[config.mk]
export PLATFORM = sky130hd
export DESIGN_NAME = tune_command_parser_flat
export DESIGN_NICKNAME = d
export VERILOG_FILES = /design/src/rtl/tcp_pkg.sv /design/src/rtl/tcp_in_if.sv /design/src/rtl/tcp_out_if.sv /design/src/rtl/tcp_in_stage.sv /design/src/rtl/tcp_parse.sv /design/src/rtl/tcp_out_stage.sv /design/src/rtl/tune_command_parser.sv /design/src/flat_wrapper.sv
export VERILOG_INCLUDE_DIRS = /design/src /design/src/rtl
export SDC_FILE = /design/constraint.sdc
export NUM_CORES = 1
export LEC_CHECK = 0
export ABC_CLOCK_PERIOD_IN_PS = 3200
export BUFFER_PORTS_ARGS = -buffer_cell sky130_fd_sc_hd__buf_2
export CAP_MARGIN = 20
export CORE_MARGIN = 2
export CORE_UTILIZATION = 45
export CTS_CLUSTER_SIZE = 20
export DETAILED_ROUTE_END_ITERATION = 10
export PLACE_DENSITY = 0.66
export SYNTH_ARGS = -nofsm -noshare
export SYNTH_HDL_FRONTEND = slang
export SYNTH_HIERARCHICAL = 1
export SYNTH_SLANG_ARGS = --single-unit
export TNS_END_PERCENT = 30
[constraint.sdc]
create_clock -name clk -period 3.2 [get_ports clk]
set_input_delay 0.32 -clock clk [delete_from_list [all_inputs] [get_ports clk]]
set_output_delay 0.32 -clock clk [all_outputs]
set_load 0.02 [all_outputs]
[src/rtl/assert_macros.svh]
// Assertion macros shared by the tune command parser RTL.
`ifndef ASSERT_MACROS_SVH
`define ASSERT_MACROS_SVH

// Checks a property on every rising clock edge outside reset.
`define ASSERT_CLK(label, prop, msg) \
    label: assert property (@(posedge clk) disable iff (!rst_n) prop) else $error(msg);

// Checks that an expression never holds outside reset.
`define ASSERT_NEVER(label, expr, msg) \
    label: assert property (@(posedge clk) disable iff (!rst_n) !(expr)) else $error(msg);

`endif

[src/rtl/tcp_pkg.sv]
// Types and constants of the tune command parser.
package tcp_pkg;

    localparam int MAX_NOTES = 16;
    localparam int NOTES_W = $clog2(MAX_NOTES + 1);
    localparam logic [NOTES_W-1:0] MAX_CNT = NOTES_W'(MAX_NOTES);

    localparam logic [7:0] CHAR_T = 8'h54;
    localparam logic [7:0] CHAR_A = 8'h41;
    localparam logic [7:0] CHAR_G = 8'h47;
    localparam logic [7:0] CHAR_CARET = 8'h5E;
    localparam logic [7:0] CHAR_HASH = 8'h23;
    localparam logic [7:0] CHAR_END = 8'h00;
    localparam logic [7:0] DIGIT_ZERO = 8'h30;
    localparam logic [7:0] DIGIT_LOW = 8'h31;
    localparam logic [7:0] DIGIT_HIGH = 8'h38;

    typedef enum logic [1:0] {
        PH_STOPPED,
        PH_LETTER,
        PH_MODDUR,
        PH_DUR
    } phase_t;

    typedef enum logic [1:0] {
        KIND_NOTE = 2'd0,
        KIND_DONE = 2'd1,
        KIND_ERROR = 2'd2
    } kind_t;

    typedef enum logic [1:0] {
        MOD_NONE = 2'd0,
        MOD_CARET = 2'd1,
        MOD_HASH = 2'd2
    } mod_t;

    typedef enum logic [2:0] {
        ERR_UNRECOGNISED = 3'd0,
        ERR_TOO_MANY = 3'd1,
        ERR_BAD_LETTER = 3'd2,
        ERR_INCOMPLETE = 3'd3,
        ERR_BAD_MOD = 3'd4,
        ERR_BAD_DURATION = 3'd5
    } err_t;

    typedef struct packed {
        logic [7:0] char_code;
        logic       start_req;
    } item_t;

    typedef struct packed {
        kind_t      kind;
        logic [2:0] pitch_letter;
        mod_t       pitch_mod;
        logic [3:0] duration;
        logic [3:0] note_index;
        logic [4:0] note_count;
        logic [2:0] error_code;
    } result_t;

endpackage

[src/rtl/tcp_in_if.sv]
// Command character channel.
interface tcp_in_if;
    logic       valid;
    logic       ready;
    logic [7:0] char_code;
    logic       start_req;

    modport source (output valid, output char_code, output start_req, input ready);
    modport sink (input valid, input char_code, input start_req, output ready);
endinterface

[src/rtl/tcp_out_if.sv]
// Parse result channel.
interface tcp_out_if;
    logic       valid;
    logic       ready;
    logic [1:0] kind;
    logic [2:0] pitch_letter;
    logic [1:0] pitch_mod;
    logic [3:0] duration;
    logic [3:0] note_index;
    logic [4:0] note_count;
    logic [2:0] error_code;

    modport source (
        output valid, output kind, output pitch_letter, output pitch_mod,
        output duration, output note_index, output note_count, output error_code,
        input ready
    );
    modport sink (
        input valid, input kind, input pitch_letter, input pitch_mod,
        input duration, input note_index, input note_count, input error_code,
        output ready
    );
endinterface

[src/rtl/tcp_in_stage.sv]
// Input register that holds one command character word.
`include "assert_macros.svh"

module tcp_in_stage (
    input  logic            clk,
    input  logic            rst_n,
    tcp_in_if.sink          cmd,
    input  logic            down_ready,
    output logic            item_valid,
    output tcp_pkg::item_t  item
);
    import tcp_pkg::*;

    logic  valid_reg;
    logic  valid_next;
    item_t item_reg;
    logic  advance;
    logic  load;

    assign advance = valid_reg && down_ready;
    assign cmd.ready = !valid_reg || down_ready;
    assign load = cmd.valid && cmd.ready;

    always_comb
    begin
        valid_next = valid_reg;
        if (load)
        begin
            valid_next = 1'b1;
        end
        else if (advance)
        begin
            valid_next = 1'b0;
        end
    end

    always_ff @(posedge clk or negedge rst_n)
    begin
        if (!rst_n)
        begin
            valid_reg <= 1'b0;
        end
        else
        begin
            valid_reg <= valid_next;
        end
    end

    always_ff @(posedge clk)
    begin
        if (load)
        begin
            item_reg <= '{char_code: cmd.char_code, start_req: cmd.start_req};
        end
    end

    assign item_valid = valid_reg;
    assign item = item_reg;

    `ASSERT_CLK(a_held_word, (valid_reg && !down_ready) |=> (valid_reg && $stable(item_reg)), "held input word changed")

endmodule

[src/rtl/tcp_parse.sv]
// Parser state and the decode of one character into at most one result.
`include "assert_macros.svh"

module tcp_parse (
    input  logic              clk,
    input  logic              rst_n,
    input  logic              fire,
    input  tcp_pkg::item_t    item,
    output logic              res_valid,
    output tcp_pkg::result_t  res
);
    import tcp_pkg::*;

    phase_t             phase_reg;
    phase_t             phase_next;
    logic [NOTES_W-1:0] notes_reg;
    logic [NOTES_W-1:0] notes_next;
    logic [2:0]         letter_reg;
    logic [2:0]         letter_next;
    mod_t               mod_reg;
    mod_t               mod_next;

    logic [7:0] c;
    logic       is_digit;
    logic       is_letter;
    logic       is_end;

    assign c = item.char_code;
    assign is_digit = (c >= DIGIT_LOW) && (c <= DIGIT_HIGH);
    assign is_letter = (c >= CHAR_A) && (c <= CHAR_G);
    assign is_end = (c == CHAR_END);

    always_comb
    begin
        phase_next = phase_reg;
        notes_next = notes_reg;
        letter_next = letter_reg;
        mod_next = mod_reg;
        res_valid = 1'b0;
        res = '0;
        if (item.start_req)
        begin
            notes_next = '0;
            letter_next = '0;
            mod_next = MOD_NONE;
            if (c == CHAR_T)
            begin
                phase_next = PH_LETTER;
            end
            else
            begin
                phase_next = PH_STOPPED;
                res_valid = 1'b1;
                res.kind = KIND_ERROR;
                res.error_code = ERR_UNRECOGNISED;
            end
        end
        else
        begin
            case (phase_reg)
                PH_LETTER:
                begin
                    res_valid = 1'b1;
                    phase_next = PH_STOPPED;
                    if (is_end)
                    begin
                        res.kind = KIND_DONE;
                        res.note_count = 5'(notes_reg);
                    end
                    else if (notes_reg >= MAX_CNT)
                    begin
                        res.kind = KIND_ERROR;
                        res.error_code = ERR_TOO_MANY;
                    end
                    else if (!is_letter)
                    begin
                        res.kind = KIND_ERROR;
                        res.error_code = ERR_BAD_LETTER;
                    end
                    else
                    begin
                        res_valid = 1'b0;
                        letter_next = 3'(c - CHAR_A);
                        mod_next = MOD_NONE;
                        phase_next = PH_MODDUR;
                    end
                end
                PH_MODDUR, PH_DUR:
                begin
                    res_valid = 1'b1;
                    phase_next = PH_STOPPED;
                    if (phase_reg == PH_MODDUR && c == CHAR_CARET)
                    begin
                        res_valid = 1'b0;
                        mod_next = MOD_CARET;
                        phase_next = PH_DUR;
                    end
                    else if (phase_reg == PH_MODDUR && c == CHAR_HASH)
                    begin
                        res_valid = 1'b0;
                        mod_next = MOD_HASH;
                        phase_next = PH_DUR;
                    end
                    else if (is_digit)
                    begin
                        res.kind = KIND_NOTE;
                        res.pitch_letter = letter_reg;
                        res.pitch_mod = mod_reg;
                        res.duration = 4'(c - DIGIT_ZERO);
                        res.note_index = 4'(notes_reg);
                        notes_next = notes_reg + 1'b1;
                        phase_next = PH_LETTER;
                    end
                    else if (is_end)
                    begin
                        res.kind = KIND_ERROR;
                        res.error_code = ERR_INCOMPLETE;
                    end
                    else
                    begin
                        res.kind = KIND_ERROR;
                        res.error_code = (phase_reg == PH_MODDUR) ? ERR_BAD_MOD
                                                                  : ERR_BAD_DURATION;
                    end
                end
                default:
                begin
                    phase_next = PH_STOPPED;
                end
            endcase
        end
    end

    always_ff @(posedge clk or negedge rst_n)
    begin
        if (!rst_n)
        begin
            phase_reg <= PH_STOPPED;
            notes_reg <= '0;
            letter_reg <= '0;
            mod_reg <= MOD_NONE;
        end
        else if (fire)
        begin
            phase_reg <= phase_next;
            notes_reg <= notes_next;
            letter_reg <= letter_next;
            mod_reg <= mod_next;
        end
    end

    `ASSERT_NEVER(a_notes_bound, notes_reg > MAX_CNT, "note count passed its limit")
    `ASSERT_CLK(a_stop_after_result, (fire && res_valid && res.kind != KIND_NOTE) |=> (phase_reg == PH_STOPPED), "parser kept running after done or error")
    `ASSERT_CLK(a_note_duration, (fire && res_valid && res.kind == KIND_NOTE) |-> (res.duration >= 4'd1 && res.duration <= 4'd8), "note duration out of range")

endmodule

[src/rtl/tcp_out_stage.sv]
// Result register that drives the output channel.
module tcp_out_stage (
    input  logic              clk,
    input  logic              rst_n,
    input  logic              load,
    input  tcp_pkg::result_t  res_in,
    output logic              up_ready,
    tcp_out_if.source         res
);
    import tcp_pkg::*;

    logic    valid_reg;
    logic    valid_next;
    result_t data_reg;

    assign up_ready = !valid_reg || res.ready;

    always_comb
    begin
        valid_next = valid_reg;
        if (load)
        begin
            valid_next = 1'b1;
        end
        else if (res.ready)
        begin
            valid_next = 1'b0;
        end
    end

    always_ff @(posedge clk or negedge rst_n)
    begin
        if (!rst_n)
        begin
            valid_reg <= 1'b0;
        end
        else
        begin
            valid_reg <= valid_next;
        end
    end

    always_ff @(posedge clk)
    begin
        if (load)
        begin
            data_reg <= res_in;
        end
    end

    assign res.valid = valid_reg;
    assign res.kind = data_reg.kind;
    assign res.pitch_letter = data_reg.pitch_letter;
    assign res.pitch_mod = data_reg.pitch_mod;
    assign res.duration = data_reg.duration;
    assign res.note_index = data_reg.note_index;
    assign res.note_count = data_reg.note_count;
    assign res.error_code = data_reg.error_code;

endmodule

[src/rtl/tune_command_parser.sv]
// Top level of the tune command parser.
//
//   Channel  Role    Word contents
//   cmd      sink    char_code, start_req
//   res      source  kind, pitch_letter, pitch_mod, duration, note_index,
//                    note_count, error_code
//
// One character word is taken each cycle while cmd.ready is high. A result is loaded into
// the result register when its character leaves the input register, and is offered on res.
// Reset is asynchronous and leaves the parser stopped, waiting for a start word.
// A stalled result holds the result register, which in turn holds the input
// register, so cmd.ready drops only while both registers are full and res.ready is low.
module tune_command_parser (
    input  logic      clk,
    input  logic      rst_n,
    tcp_in_if.sink    cmd,
    tcp_out_if.source res
);
    import tcp_pkg::*;

    logic    item_valid;
    item_t   item;
    logic    out_ready;
    logic    fire;
    logic    res_valid;
    result_t result;

    assign fire = item_valid && out_ready;

    tcp_in_stage u_in (
        .clk        (clk),
        .rst_n      (rst_n),
        .cmd        (cmd),
        .down_ready (out_ready),
        .item_valid (item_valid),
        .item       (item)
    );

    tcp_parse u_parse (
        .clk       (clk),
        .rst_n     (rst_n),
        .fire      (fire),
        .item      (item),
        .res_valid (res_valid),
        .res       (result)
    );

    tcp_out_stage u_out (
        .clk      (clk),
        .rst_n    (rst_n),
        .load     (fire && res_valid),
        .res_in   (result),
        .up_ready (out_ready),
        .res      (res)
    );

endmodule
[src/flat_wrapper.sv]
// flat-port wrapper written by rule: the top's interface ports become plain ports
module tune_command_parser_flat import tcp_pkg::*;
  (clk, rst_n, cmd_valid, cmd_char_code, cmd_start_req, cmd_ready, res_valid, res_kind, res_pitch_letter, res_pitch_mod, res_duration, res_note_index, res_note_count, res_error_code, res_ready);
  tcp_in_if cmd_i ();
  tcp_out_if res_i ();
  input  logic clk;
  input  logic rst_n;
  input wire logic [$bits(cmd_i.valid)-1:0] cmd_valid;
  input wire logic [$bits(cmd_i.char_code)-1:0] cmd_char_code;
  input wire logic [$bits(cmd_i.start_req)-1:0] cmd_start_req;
  output wire logic [$bits(cmd_i.ready)-1:0] cmd_ready;
  output wire logic [$bits(res_i.valid)-1:0] res_valid;
  output wire logic [$bits(res_i.kind)-1:0] res_kind;
  output wire logic [$bits(res_i.pitch_letter)-1:0] res_pitch_letter;
  output wire logic [$bits(res_i.pitch_mod)-1:0] res_pitch_mod;
  output wire logic [$bits(res_i.duration)-1:0] res_duration;
  output wire logic [$bits(res_i.note_index)-1:0] res_note_index;
  output wire logic [$bits(res_i.note_count)-1:0] res_note_count;
  output wire logic [$bits(res_i.error_code)-1:0] res_error_code;
  input wire logic [$bits(res_i.ready)-1:0] res_ready;
  assign cmd_i.valid = cmd_valid;
  assign cmd_i.char_code = cmd_char_code;
  assign cmd_i.start_req = cmd_start_req;
  assign cmd_ready = cmd_i.ready;
  assign res_valid = res_i.valid;
  assign res_kind = res_i.kind;
  assign res_pitch_letter = res_i.pitch_letter;
  assign res_pitch_mod = res_i.pitch_mod;
  assign res_duration = res_i.duration;
  assign res_note_index = res_i.note_index;
  assign res_note_count = res_i.note_count;
  assign res_error_code = res_i.error_code;
  assign res_i.ready = res_ready;
  tune_command_parser u_core (.clk(clk), .rst_n(rst_n), .cmd(cmd_i), .res(res_i));
endmodule
-- Word-level counts from Yosys, hierarchy flattened
Cells that the tools add are included.
- order comparisons: 5
- equal/unequal tests: 14
- $add $sub $neg: 3
- bitwise gates (word level): 4
- muxes and demuxes: 57
- reductions and logical operators: 25
- operators with widths (cell ; count):
    $mux W2 ; 21
    $mux W15 ; 2
    $mux W3 ; 9
    $mux W5 ; 5
    $eq A8 B7 Y1 const B ; 2
    $mux W1 ; 14
    $mux W13 ; 1
    $pmux W2 S2 ; 3
    $reduce_bool A2 Y1 ; 6
    $reduce_and A5 Y1 ; 2
    $ne A3 B2 Y1 const B ; 3
    $eq A8 B6 Y1 const B ; 1
    $ge A8 B6 Y1 const B ; 1
    $ge A8 B7 Y1 const B ; 1
    $le A8 B6 Y1 const B ; 1
    $le A8 B7 Y1 const B ; 1
    $logic_not A8 Y1 ; 1
    $ne A2 B1 Y1 const B ; 4
    $logic_and A1 B1 Y1 ; 7
    $pmux W3 S2 ; 1
    $reduce_and A6 Y1 ; 1
    $add A5 B1 Y5 const B ; 1
    $ge A5 B5 Y1 const B ; 1
    $reduce_or A5 Y1 ; 1
    12 further kinds ; 18
- bits of input ports: 13
- flip-flop bits (word level): 46

-- Logic depth before layout (Yosys ltp)
Gate-level depths: netlist (run 1).
- depth in word-level cells: 9
- depth in mapped cells: 8
- depth with buffers taken out: 8

-- Hierarchy
Netlist (run 1), hierarchy kept.
- modules (own cells, without submodules) (module ; instances ; seq. area each (sq um) ; cells each ; area each (sq um)):
    tcp_parse ; 1 ; 300.3 ; 154 ; 1287.5
    tcp_out_stage ; 1 ; 715.7 ; 26 ; 738.2
    tcp_in_stage ; 1 ; 295.3 ; 13 ; 324.1
    tune_command_parser ; 1 ; 0.0 ; 2 ; 12.5

-- Least setup slack after synthesis (run 1)
OpenSTA, ideal clock, no wires.
- kind: reg2reg
- start: reg u_core.u_in.item_reg (netlist bit u_core/u_in/item[1])
- end: reg u_core.u_out.data_reg (netlist bit u_core/u_out/res.duration[0]), enable pin
- arrival: 2256 ps
- period minus slack after synthesis: 2639 ps
- setup slack: 561 ps
- cell stages (with the launch flop): 8
- required time: 2818 ps
- cell sequence: edfxtp_1 -> inv_1 -> ha_1 -> or3b_1 -> and3_1 -> a2bb2oi_1 -> o31ai_1 -> and3_1
- cells in the longest elaborated chain, start to end: 8
- RTL lines (item ; RTL line ; text):
    from (decl) ; tcp_in_stage.sv:16 ; item_t item_reg;
    from (signal assigned) ; tcp_in_stage.sv:53 ; item_reg <= '{char_code: cmd.char_code, start_req: cmd.start_req};
    $ge A8 B7 Y1 or $le A8 B7 Y1 (tied branches) ; tcp_parse.sv:30 ; assign is_letter = (c >= CHAR_A) && (c <= CHAR_G);
    $logic_and A1 B1 Y1 ; tcp_parse.sv:30 ;
    $mux W1 ; tcp_parse.sv:75 ; else if (!is_letter)
    $mux W1 ; tcp_parse.sv:70 ; else if (notes_reg >= MAX_CNT)
    $mux W1 ; tcp_parse.sv:65 ; if (is_end)
    $pmux W1 S2 ; tcp_parse.sv:60 ; case (phase_reg)
    $mux W1 (*) ; tcp_parse.sv:41 ; if (item.start_req)
    named net u_core.res_valid ; tune_command_parser.sv:25 ; logic res_valid;
    $logic_and A1 B1 Y1 (*) ; tune_command_parser.sv:51 ; .load (fire && res_valid),
    to (signal assigned) ; tcp_out_stage.sv:47 ; data_reg <= res_in;
    to (decl) ; tcp_out_stage.sv:14 ; result_t data_reg;
Mark *: on every way through the listed nets, which the timed path passes. The rest lies on a longest branch.
A chain may end at the register's enable or synchronous reset.

-- Final worst setup path (run 1)
- start: reg u_core.u_in.item_reg (netlist bit u_core/u_in/item[1])
- end: reg u_core.u_out.data_reg (netlist bit u_core/u_out/res.kind[1]), enable pin
The elaborated chain is that of the path after synthesis.

==> results of run 1 <==
per-stage QoR:
| step | cell area (um2) | utilization, % |
|---|---|---|
| detailed placement | 2620 | 51.6 |
| finish | 2710 | 53.5 |
| floorplan | 2360 | - |
| CTS | 2710 | 53.5 |
| global placement | 2620 | 51.6 |
| global route | 2710 | 53.5 |
critical path, delay by kind of cell (launching register included):
family	cells	cell delay, ns
and+or+nand+nor	3	0.83
DFF	1	0.44
buffers and inverters	2	0.40
AOI/OAI and AO/OA	2	0.32
adders and majority gates	1	0.21
power by group through the flow:
stage | Combinational (mW) | Sequential (mW) | Clock (mW)
6_report | 0.308 | 0.846 | 0.342
5_1_grt | 0.343 | 0.865 | 0.367
4_1_cts | 0.307 | 0.845 | 0.354
3_5_place_dp | 0.306 | 0.856 | 0
3_3_place_gp | 0.301 | 0.857 | 0
2_1_floorplan | 0.219 | 0.840 | 0
synth_stat cells (3+ instances only):
cell type	n	share of area, %
edfxtp_1	32	41
dfrtp_1	14	15
nor3_1	13	2.8
and2_1	12	3.2
nand2_1	11	1.7
inv_1	9	1.4
nor2_1	8	1.3
clkbuf_1	7	1.1
ha_1	7	3.7
nand3_1	5	1.1
nand4_1	5	1.3
o31ai_1	5	1.6
mux2i_1	4	1.7
o211ai_1	4	1.3
or4_1	4	1.3
a21oi_1	3	0.64
and3_1	3	0.79
nand4bb_1	3	1.4
o2bb2ai_1	3	1.1
o311ai_0	3	1.1
cell families (layout without fill, tap and decap cells):
kind of cell,Yosys count,in the layout,synth area share [%]
AOI/OAI and AO/OA,30,30,10.3
DFF,46,46,55.5
xor gates and xnor gates,1,1,0.371
and+or+nand+nor,87,87,24.8
muxes,4,4,1.69
buffers and inverters,20,60,3.60
adders and majority gates,7,7,3.71
layout make-up:
class	count	share of cell area (%)
Clock inverter	3	0.600
Timing Repair Buffer	42	8.30
Sequential cell	46	48.3
Multi-Input combinational cell	129	35.6
Inverter	10	1.38
Tap cell	70	3.23
Clock buffer	5	2.54
metal layers:
layer,global-route usage [%],part of all wire [%],vias to the layer above
met1,23.9,44,830
met2,26.0,48,71
met5,0,0,-
li1,-,-,823
met4,7.64,2.0,0
met3,3.91,6.3,10
worst max path at each step:
stage | to | slack, ns | depth (start not counted)
floorplan | u_core/u_out/res.duration[0]$_DFFE_PP_ | 0.56 | 7
global placement | u_core/u_out/res.duration[2]$_DFFE_PP_ | 0.79 | 8
detailed placement | u_core/u_out/res.error_code[2]$_DFFE_PP_ | 0.73 | 8
CTS | u_core/u_out/res.kind[1]$_DFFE_PP_ | 0.70 | 8
global route | u_core/u_out/res.duration[2]$_DFFE_PP_ | 0.56 | 8
finish | u_core/u_out/res.kind[1]$_DFFE_PP_ | 0.70 | 8
==> run summary, run 1 <==
Registers take 0.00131 mm2. The flow ran to the end, and the final reports show no timing, DRC or antenna violations. For flop-to-flop paths, the worst setup slack is 0.70 ns. The total length of routed wires came out at 4.81 mm. Of all flip-flops after synthesis, the portion carrying an async set or reset was 30.4%. Setup repair after global routing left no endpoint under its margin.

The slowest stage cell on the critical path is edfxtp_1. The least setup slack across all paths after layout came out at 0.700 ns. In this run the most critical hold path is launched from cmd_char_code[0].

By startpoint and endpoint, the worst setup path is classified as flop to flop. The via count of the first global-routing pass is 1588. Counting tap cells, the placed design contains a total of 296 instances. The post-detailed-route wirelength per cell came out at 15.8 um. The HPWL after detailed placement is 3.40 mm. The die is 76.5 um wide. The relative slew slack came out at 62.4%. The most used flip-flop cell after synthesis is edfxtp_1.

The upper clock frequency limit is 0.400 GHz. The post-synthesis cell area came out at 0.00236 mm2. The number of antenna violations at the first check in global routing came out at 0. In this design, the stage delay of the slowest critical-path cell is 0.44 ns.

For the worst flop-to-flop path, the logic depth is 8. The worst hold slack after final layout came out at 0.190 ns. The number of routed nets with antenna violations came out at 0. The post-synthesis average cell area is 12.1 um2. The internal power consumption is 1.01 mW. The class of the tightest hold or removal check is input port to flop.

Among the stages of the critical path, the cell type that occurs most often is and3_1. The max-slew violation count came out at 0. The startpoint identified for the worst register-to-register timing path is u_core/u_in/item[1]$_DFFE_PP_. The top cell types in the final layout, fill and taps aside, are buf_2, edfxtp_1, dfrtp_1, nor3_1, and2_1. In the synthesized netlist, the number of instances is 195.

The final count of hold timing violations came out at 0. The final number of setup-violating endpoints is 0. The height of the chip came out at 76.5 um.

The number of vias in the routed layout came out at 1734. The total congestion overflow after global routing came out at 0. The remaining design rule violation count is 0. The number of violations of the max-capacitance limit is 0.

The ratio of routed vias to standard cells came out at 5.69. The insertion delay to the later sink of the worst-skew pair is 0.30 ns. Summed over all cells, the static leakage comes to 1.06 nW.

CTS built an H-tree with a depth of 2. The number of hold buffers added after CTS was 1. After clock tree synthesis, the clock-pin slew on the worst setup and hold paths is 0.08 ns.

Once the floorplan was initialized, standard cells occupied 46.5% of the core. The maximum fanout encountered on the critical timing path came out at 16. The number of buffers on the longest clock path came out at 2.

TritonCTS built the clock tree. The multi-input logic area is 966 um2. After clock tree synthesis, the setup repair step added 0 buffers. The worst vdd rail ir drop came out at 0.241 mV.

The worst setup path is captured at a flop. The worst path arrival time is 2.49 ns. The total clock sinks came out at 46. The wire length of the first global-routing pass came out at 7.89 mm. The number of flip-flops in the largest register is 9. The detailed-routing iteration count for the pre-antenna-repair pass is 4. The Yosys step of the flow raised 6 warnings. The portion of the post-synthesis area used by sequential elements came out at 55.5%.

The endpoint required time on the critical path came out at 3.19 ns. The switching share of power came out at 32.3%. Of the available clock period, the critical path in the final layout requires 78.1%. Of the cells placed in the final design, the portion with a size suffix greater than 1 is 26.8%. The cell count of the worst hold path is 1. The number of different library cells used by synthesis comes to 55. The worst setup path is launched from a flop. The clock power share came out at 22.9%. The power density normalized to cell area came out at 552 mW/mm2. Before CTS, the worst setup slack after placement is 0.730 ns. The number of top-level pins is 38.

The number of nets at the end of the flow came out at 254. The sequential group share of total power is 56.5%. The total nets after synthesis came out at 215. Traced cell by cell, the critical path runs through inv_1 -> ha_1 -> or3b_1 -> and3_1 -> a2bb2oi_1 -> o31ai_1 -> and3_1 -> buf_4. The routability-driven placement congestion ratio came out at 0.917. The clock arrives with 0.00314 ns of skew. The count of flip-flops with a built-in enable after synthesis came out at 32. In this run the critical register-to-register path is captured at u_core/u_out/res.kind[1]$_DFFE_PP_. The total clock buffers created by CTS came out at 5. The aggregate global-route resource usage came out at 17.3%. The transition time at the pin with the least slew margin is 0.561 ns. The number of input and output port buffers inserted came out at 37. The number of cell rows is 26. The number of antenna diodes in the final layout is 0. The combinational cell fraction of total power is 20.6%. The tree is rooted in a clkbuf_8.

In this run the standard cell core region covers 0.00507 mm2. Tracing the worst setup path back leads to its startpoint at u_core/u_in/item[1]$_DFFE_PP_. The final cell count without fillers came out at 305. The net switching power figure is 0.483 mW. The total of fill cells in the finished design came out at 452. The die covers 0.00585 mm2.

The most common cell after layout, fill and taps aside is buf_2. The relative area change from synthesis to final layout is 14.8%. The flip-flop and latch count after synthesis came out at 46. The starting DRC count in detailed routing came out at 212. The pin count of the biggest net entering global routing is 17.

The final critical delay including setup and external delays came out at 2.50 ns. The sum of internal, switching and leakage power came out at 1.50 mW. The post-cts gate resize count came out at 0. The sum of negative setup slack is 0 ns. The worst hold path terminates at u_core/u_in/item[1]$_DFFE_PP_.
Note: power is estimated with default switching activity, not from simulation.
==> run 2, diff against run 1 <==
--- a/config.mk
+++ b/config.mk
@@ -6,14 +6,14 @@
 export SDC_FILE = /design/constraint.sdc
 export NUM_CORES = 1
 export LEC_CHECK = 0
-export ABC_CLOCK_PERIOD_IN_PS = 3200
+export ABC_CLOCK_PERIOD_IN_PS = 2300
 export BUFFER_PORTS_ARGS = -buffer_cell sky130_fd_sc_hd__buf_2
 export CAP_MARGIN = 20
 export CORE_MARGIN = 2
 export CORE_UTILIZATION = 45
 export CTS_CLUSTER_SIZE = 20
 export DETAILED_ROUTE_END_ITERATION = 10
-export PLACE_DENSITY = 0.66
+export PLACE_DENSITY = 0.68
 export SYNTH_ARGS = -nofsm -noshare
 export SYNTH_HDL_FRONTEND = slang
 export SYNTH_HIERARCHICAL = 1
==> constraint.sdc (replaced) <==
create_clock -name clk -period 2.3 [get_ports clk]
set_input_delay 0.23 -clock clk [delete_from_list [all_inputs] [get_ports clk]]
set_output_delay 0.23 -clock clk [all_outputs]
set_load 0.02 [all_outputs]
==> run 2 against run 1 <==
Effect of this change: the flow now finishes with violations (setup timing); critical path depth is the same; critical endpoint is now u_core/u_out/res.pitch_letter[2]$_DFFE_PP_; total power grew 55%; via count grew 3.9%; register-to-register slack lost 0.78 ns; routed wire length grew 4.2%; global-route usage grew 1.2 points; clock skew grew 0.0086 ns; largest cell class unchanged; critical path type unchanged; non-clock buffer count grew 15; count of clock-buffer cells in the layout grew 1.
==> run summary, run 2 (same netlist as run 1, synthesis figures left out) <==
The final core area utilization is 57.0% (+3.6 points). The delay of the slowest cell on the worst path came out at 0.45 ns (about the same). The number of violations of the max-capacitance limit was 0 (unchanged). The width of the chip was 76.5 um (unchanged).

The detailed-routing iteration count for the pre-antenna-repair pass was 5 (+1). The register-to-register setup slack came out at -0.08 ns (-0.78 ns). The sequential group share of total power was 50.1% (-6.4 points). The upper clock frequency limit came out at 0.420 GHz (+5.1%). The post-detailed-route wirelength per cell came out at 15.7 um (-0.73%). For hold timing, the worst endpoint is u_core/u_in/item[0]$_DFFE_PP_. The full die area is 0.00585 mm2 (unchanged).

STA classifies the critical path endpoint as a flop. The aggregate global-route resource usage was 18.4% (+1.2 points). The insertion delay to the later sink of the worst-skew pair came out at 0.30 ns (about the same). The total clock buffers created by CTS came out at 5 (unchanged). Relative to the synthesized area, the layout overhead comes to 22.5%. Broken down by cell family, the worst path's largest delay share belongs to simple AND/OR/NAND/NOR gates.

Traced cell by cell, the critical path runs through inv_2 -> ha_2 -> or3b_1 -> and3_4 -> a2bb2oi_1 -> o31ai_1 -> and3_4 -> buf_12. The buffer and inverter count on the worst path came out at 2 (unchanged). The final critical delay including setup and external delays is 2.38 ns (-0.122 ns). The number of routed nets with antenna violations came out at 0 (unchanged). The count of H-tree levels built during CTS is 2 (unchanged). In this run the critical register-to-register path is launched from u_core/u_in/item[1]$_DFFE_PP_. The clock power share is 28.3% (+5.4 points). The largest individual stage delay along the critical path comes from the cell edfxtp_1.

The sum of negative setup slack is -1.64 ns (-1.64 ns). Setup repair after global routing could not meet its margin everywhere. The multi-input logic area is 978 um2 (+1.3%).

The worst path arrival time came out at 2.39 ns (-0.10 ns). The number of vias in the routed layout was 1801 (+3.9%). The total congestion overflow after global routing is 0 (unchanged). The combinational cell fraction of total power came out at 21.6% (+1.0 points).

The switching share of power is 29.8% (-2.5 points). The sum of internal, switching and leakage power came to 2.31 mW (+55%). The number of nets at the end of the flow came out at 269 (+5.9%). The total of fill cells in the finished design was 453 (+0.22%). The total length of routed wires was 5.01 mm (+4.2%).

The clock slew at the register clock pins of the worst setup and hold paths is 0.08 ns (about the same). The number of top-level pins is 38 (unchanged). The standby leakage power is 1.15 nW (+8.6%).

The placed wire-length estimate is 3.71 mm (+9.0%). The routability-driven placement congestion ratio came to 0.869 (-5.2%). The wire length of the first global-routing pass was 8.42 mm (+6.8%). The library cell used most frequently in the layout, excluding fill and tap cells, is buf_2. The max-slew violation count came out at 0 (unchanged). The number of antenna repair diodes came to 0 (unchanged). The maximum fanout encountered on the critical timing path came out at 19 (+3). The number of buffers on the longest clock path is 2 (unchanged). The number of flip-flops in the largest register came out at 9 (unchanged).

The via count of the first global-routing pass was 1825 (+15%). The ratio of routed vias to standard cells came out at 5.63 (-1.0%). In this run the most critical hold path is launched from cmd_start_req.

The transition time at the pin with the least slew margin came out at 0.581 ns (+0.0204 ns). The share of cells above drive strength 1 came to 33.2% (+6.4 points). The element type at the critical path start is a flop.

The worst-case clock skew is 0.0117 ns (+0.00858 ns). The sequential cell area came out at 0.00131 mm2 (unchanged). The number of antenna violations at the first check in global routing came out at 0 (unchanged). The number of logic stages on the critical path including buffering is 8 (unchanged).

The total clock sinks is 46 (unchanged). The number of cell rows is 26 (unchanged). The endpoint required time on the critical path came to 2.32 ns (-0.87 ns). The pin count of the biggest net entering global routing came out at 20 (+3). The worst hold path belongs to the class input port to flop. The internal power consumption came out at 1.63 mW (+60%). The height of the chip is 76.5 um (unchanged). The minimum setup slack after placement came out at -0.0141 ns (-0.744 ns).

The initial core utilization is 46.5% (unchanged). In this design, the critical path's most frequently occurring cell is and3_4. The relative slew slack is 61.1% (-1.3 points). The final number of setup-violating endpoints is 23 (+23). The worst setup path is of the flop to flop kind. The least setup slack across all paths after layout is -0.0782 ns (-0.778 ns). The remaining design rule violation count came to 0 (unchanged).

In the layout the commonest cells are buf_2, edfxtp_1, buf_4, dfrtp_1, nor3_1. The power density normalized to cell area came out at 800 mW/mm2 (+45%). The final critical-path share of the clock period is 103% (+25 points). The final count of hold timing violations is 0 (unchanged). The tree is rooted in a clkbuf_8. The starting DRC count in detailed routing is 162 (-24%). The run finished, with violations left.

The final reports fail on setup timing. The total core area is 0.00507 mm2 (unchanged). The net switching power figure came out at 0.689 mW (+43%). The cell count of the worst hold path is 1 (unchanged). The number of cells traversed by the worst register-to-register path is 8 (unchanged).

The number of input and output port buffers inserted came out at 37 (unchanged). The worst vdd rail ir drop came out at 0.431 mV (+79%). The worst hold slack after final layout is 0.0990 ns (-0.0908 ns). TritonCTS built the clock tree. The reg-to-reg critical path endpoint is u_core/u_out/res.pitch_letter[2]$_DFFE_PP_.
run 2: changes by cell type in the layout (fill, tap and decap cells not counted), sizes merged:
cell      change
clkinv        -1
bufinv        +1
buf          +15
clkbuf        +1
clkinvlp      -1
run 2: per-stage QoR:
step / instance area, um2 / std cells
final: 2890 / 320
after global routing: 2890 / 320
after CTS: 2890 / 320
after detailed placement: 2750 / 311
after global placement: 2750 / 311
after floorplan: 2370 / 195
run 2: area by class of cell:
type / instances / area share (%)
Timing Repair Buffer: 57 / 12.1
Tap cell: 70 / 3.03
Clock inverter: 2 / 1.17
Clock buffer: 6 / 3.24
Sequential cell: 46 / 45.3
Inverter: 10 / 1.30
Multi-Input combinational cell: 129 / 33.8
run 2: timing repair:
item                                    CTS  global route
endpoints found under the hold margin    14             0
hold buffers                              1             0
endpoints found under the setup margin   23            26
resized for setup                         2             2
setup buffers                             0             0
pin swaps                                 0             3
gates cloned                              0             0
run 2: worst max-delay path by stage:
stage / start / slack (ns) / endpoint
finish: u_core/u_in/item[1]$_DFFE_PP_ / -0.08 / u_core/u_out/res.pitch_letter[2]$_DFFE_PP_
global route: u_core/u_in/item[1]$_DFFE_PP_ / -0.17 / u_core/u_out/res.kind[0]$_DFFE_PP_
CTS: u_core/u_in/item[1]$_DFFE_PP_ / -0.02 / u_core/u_out/res.kind[0]$_DFFE_PP_
detailed placement: u_core/u_in/item[1]$_DFFE_PP_ / -0.01 / u_core/u_out/res.pitch_letter[0]$_DFFE_PP_
global placement: u_core/u_in/item[1]$_DFFE_PP_ / 0.04 / u_core/u_out/res.pitch_letter[1]$_DFFE_PP_
floorplan: u_core/u_in/item[1]$_DFFE_PP_ / 0.01 / u_core/u_out/res.duration[0]$_DFFE_PP_
run 2: per-layer routing:
metal	part of all wire [%]	vias up	GRT usage [%]	wire length [um]
li1	-	854	-	-
met1	41	864	20.1	2050
met2	51	75	31.9	2560
met5	0	-	0	0
met4	1.6	0	10.5	82
met3	6.3	8	5.33	314
run 2: power by group through the flow:
stage	Clock [mW]	Sequential, mW	Combinational [mW]
2_1_floorplan	0	1.17	0.307
3_5_place_dp	0	1.17	0.498
5_1_grt	0.700	1.18	0.553
6_report	0.655	1.16	0.501
3_3_place_gp	0	1.17	0.484
4_1_cts	0.667	1.15	0.502
run 2: worst register-to-register path: cells and delay by family (launching register included):
kind / cells / cell delay [ns]
AOI/OAI and AO/OA: 2 / 0.40
adders and majority gates: 1 / 0.19
buffers and inverters: 2 / 0.25
DFF: 1 / 0.45
and+or+nand+nor: 3 / 0.82
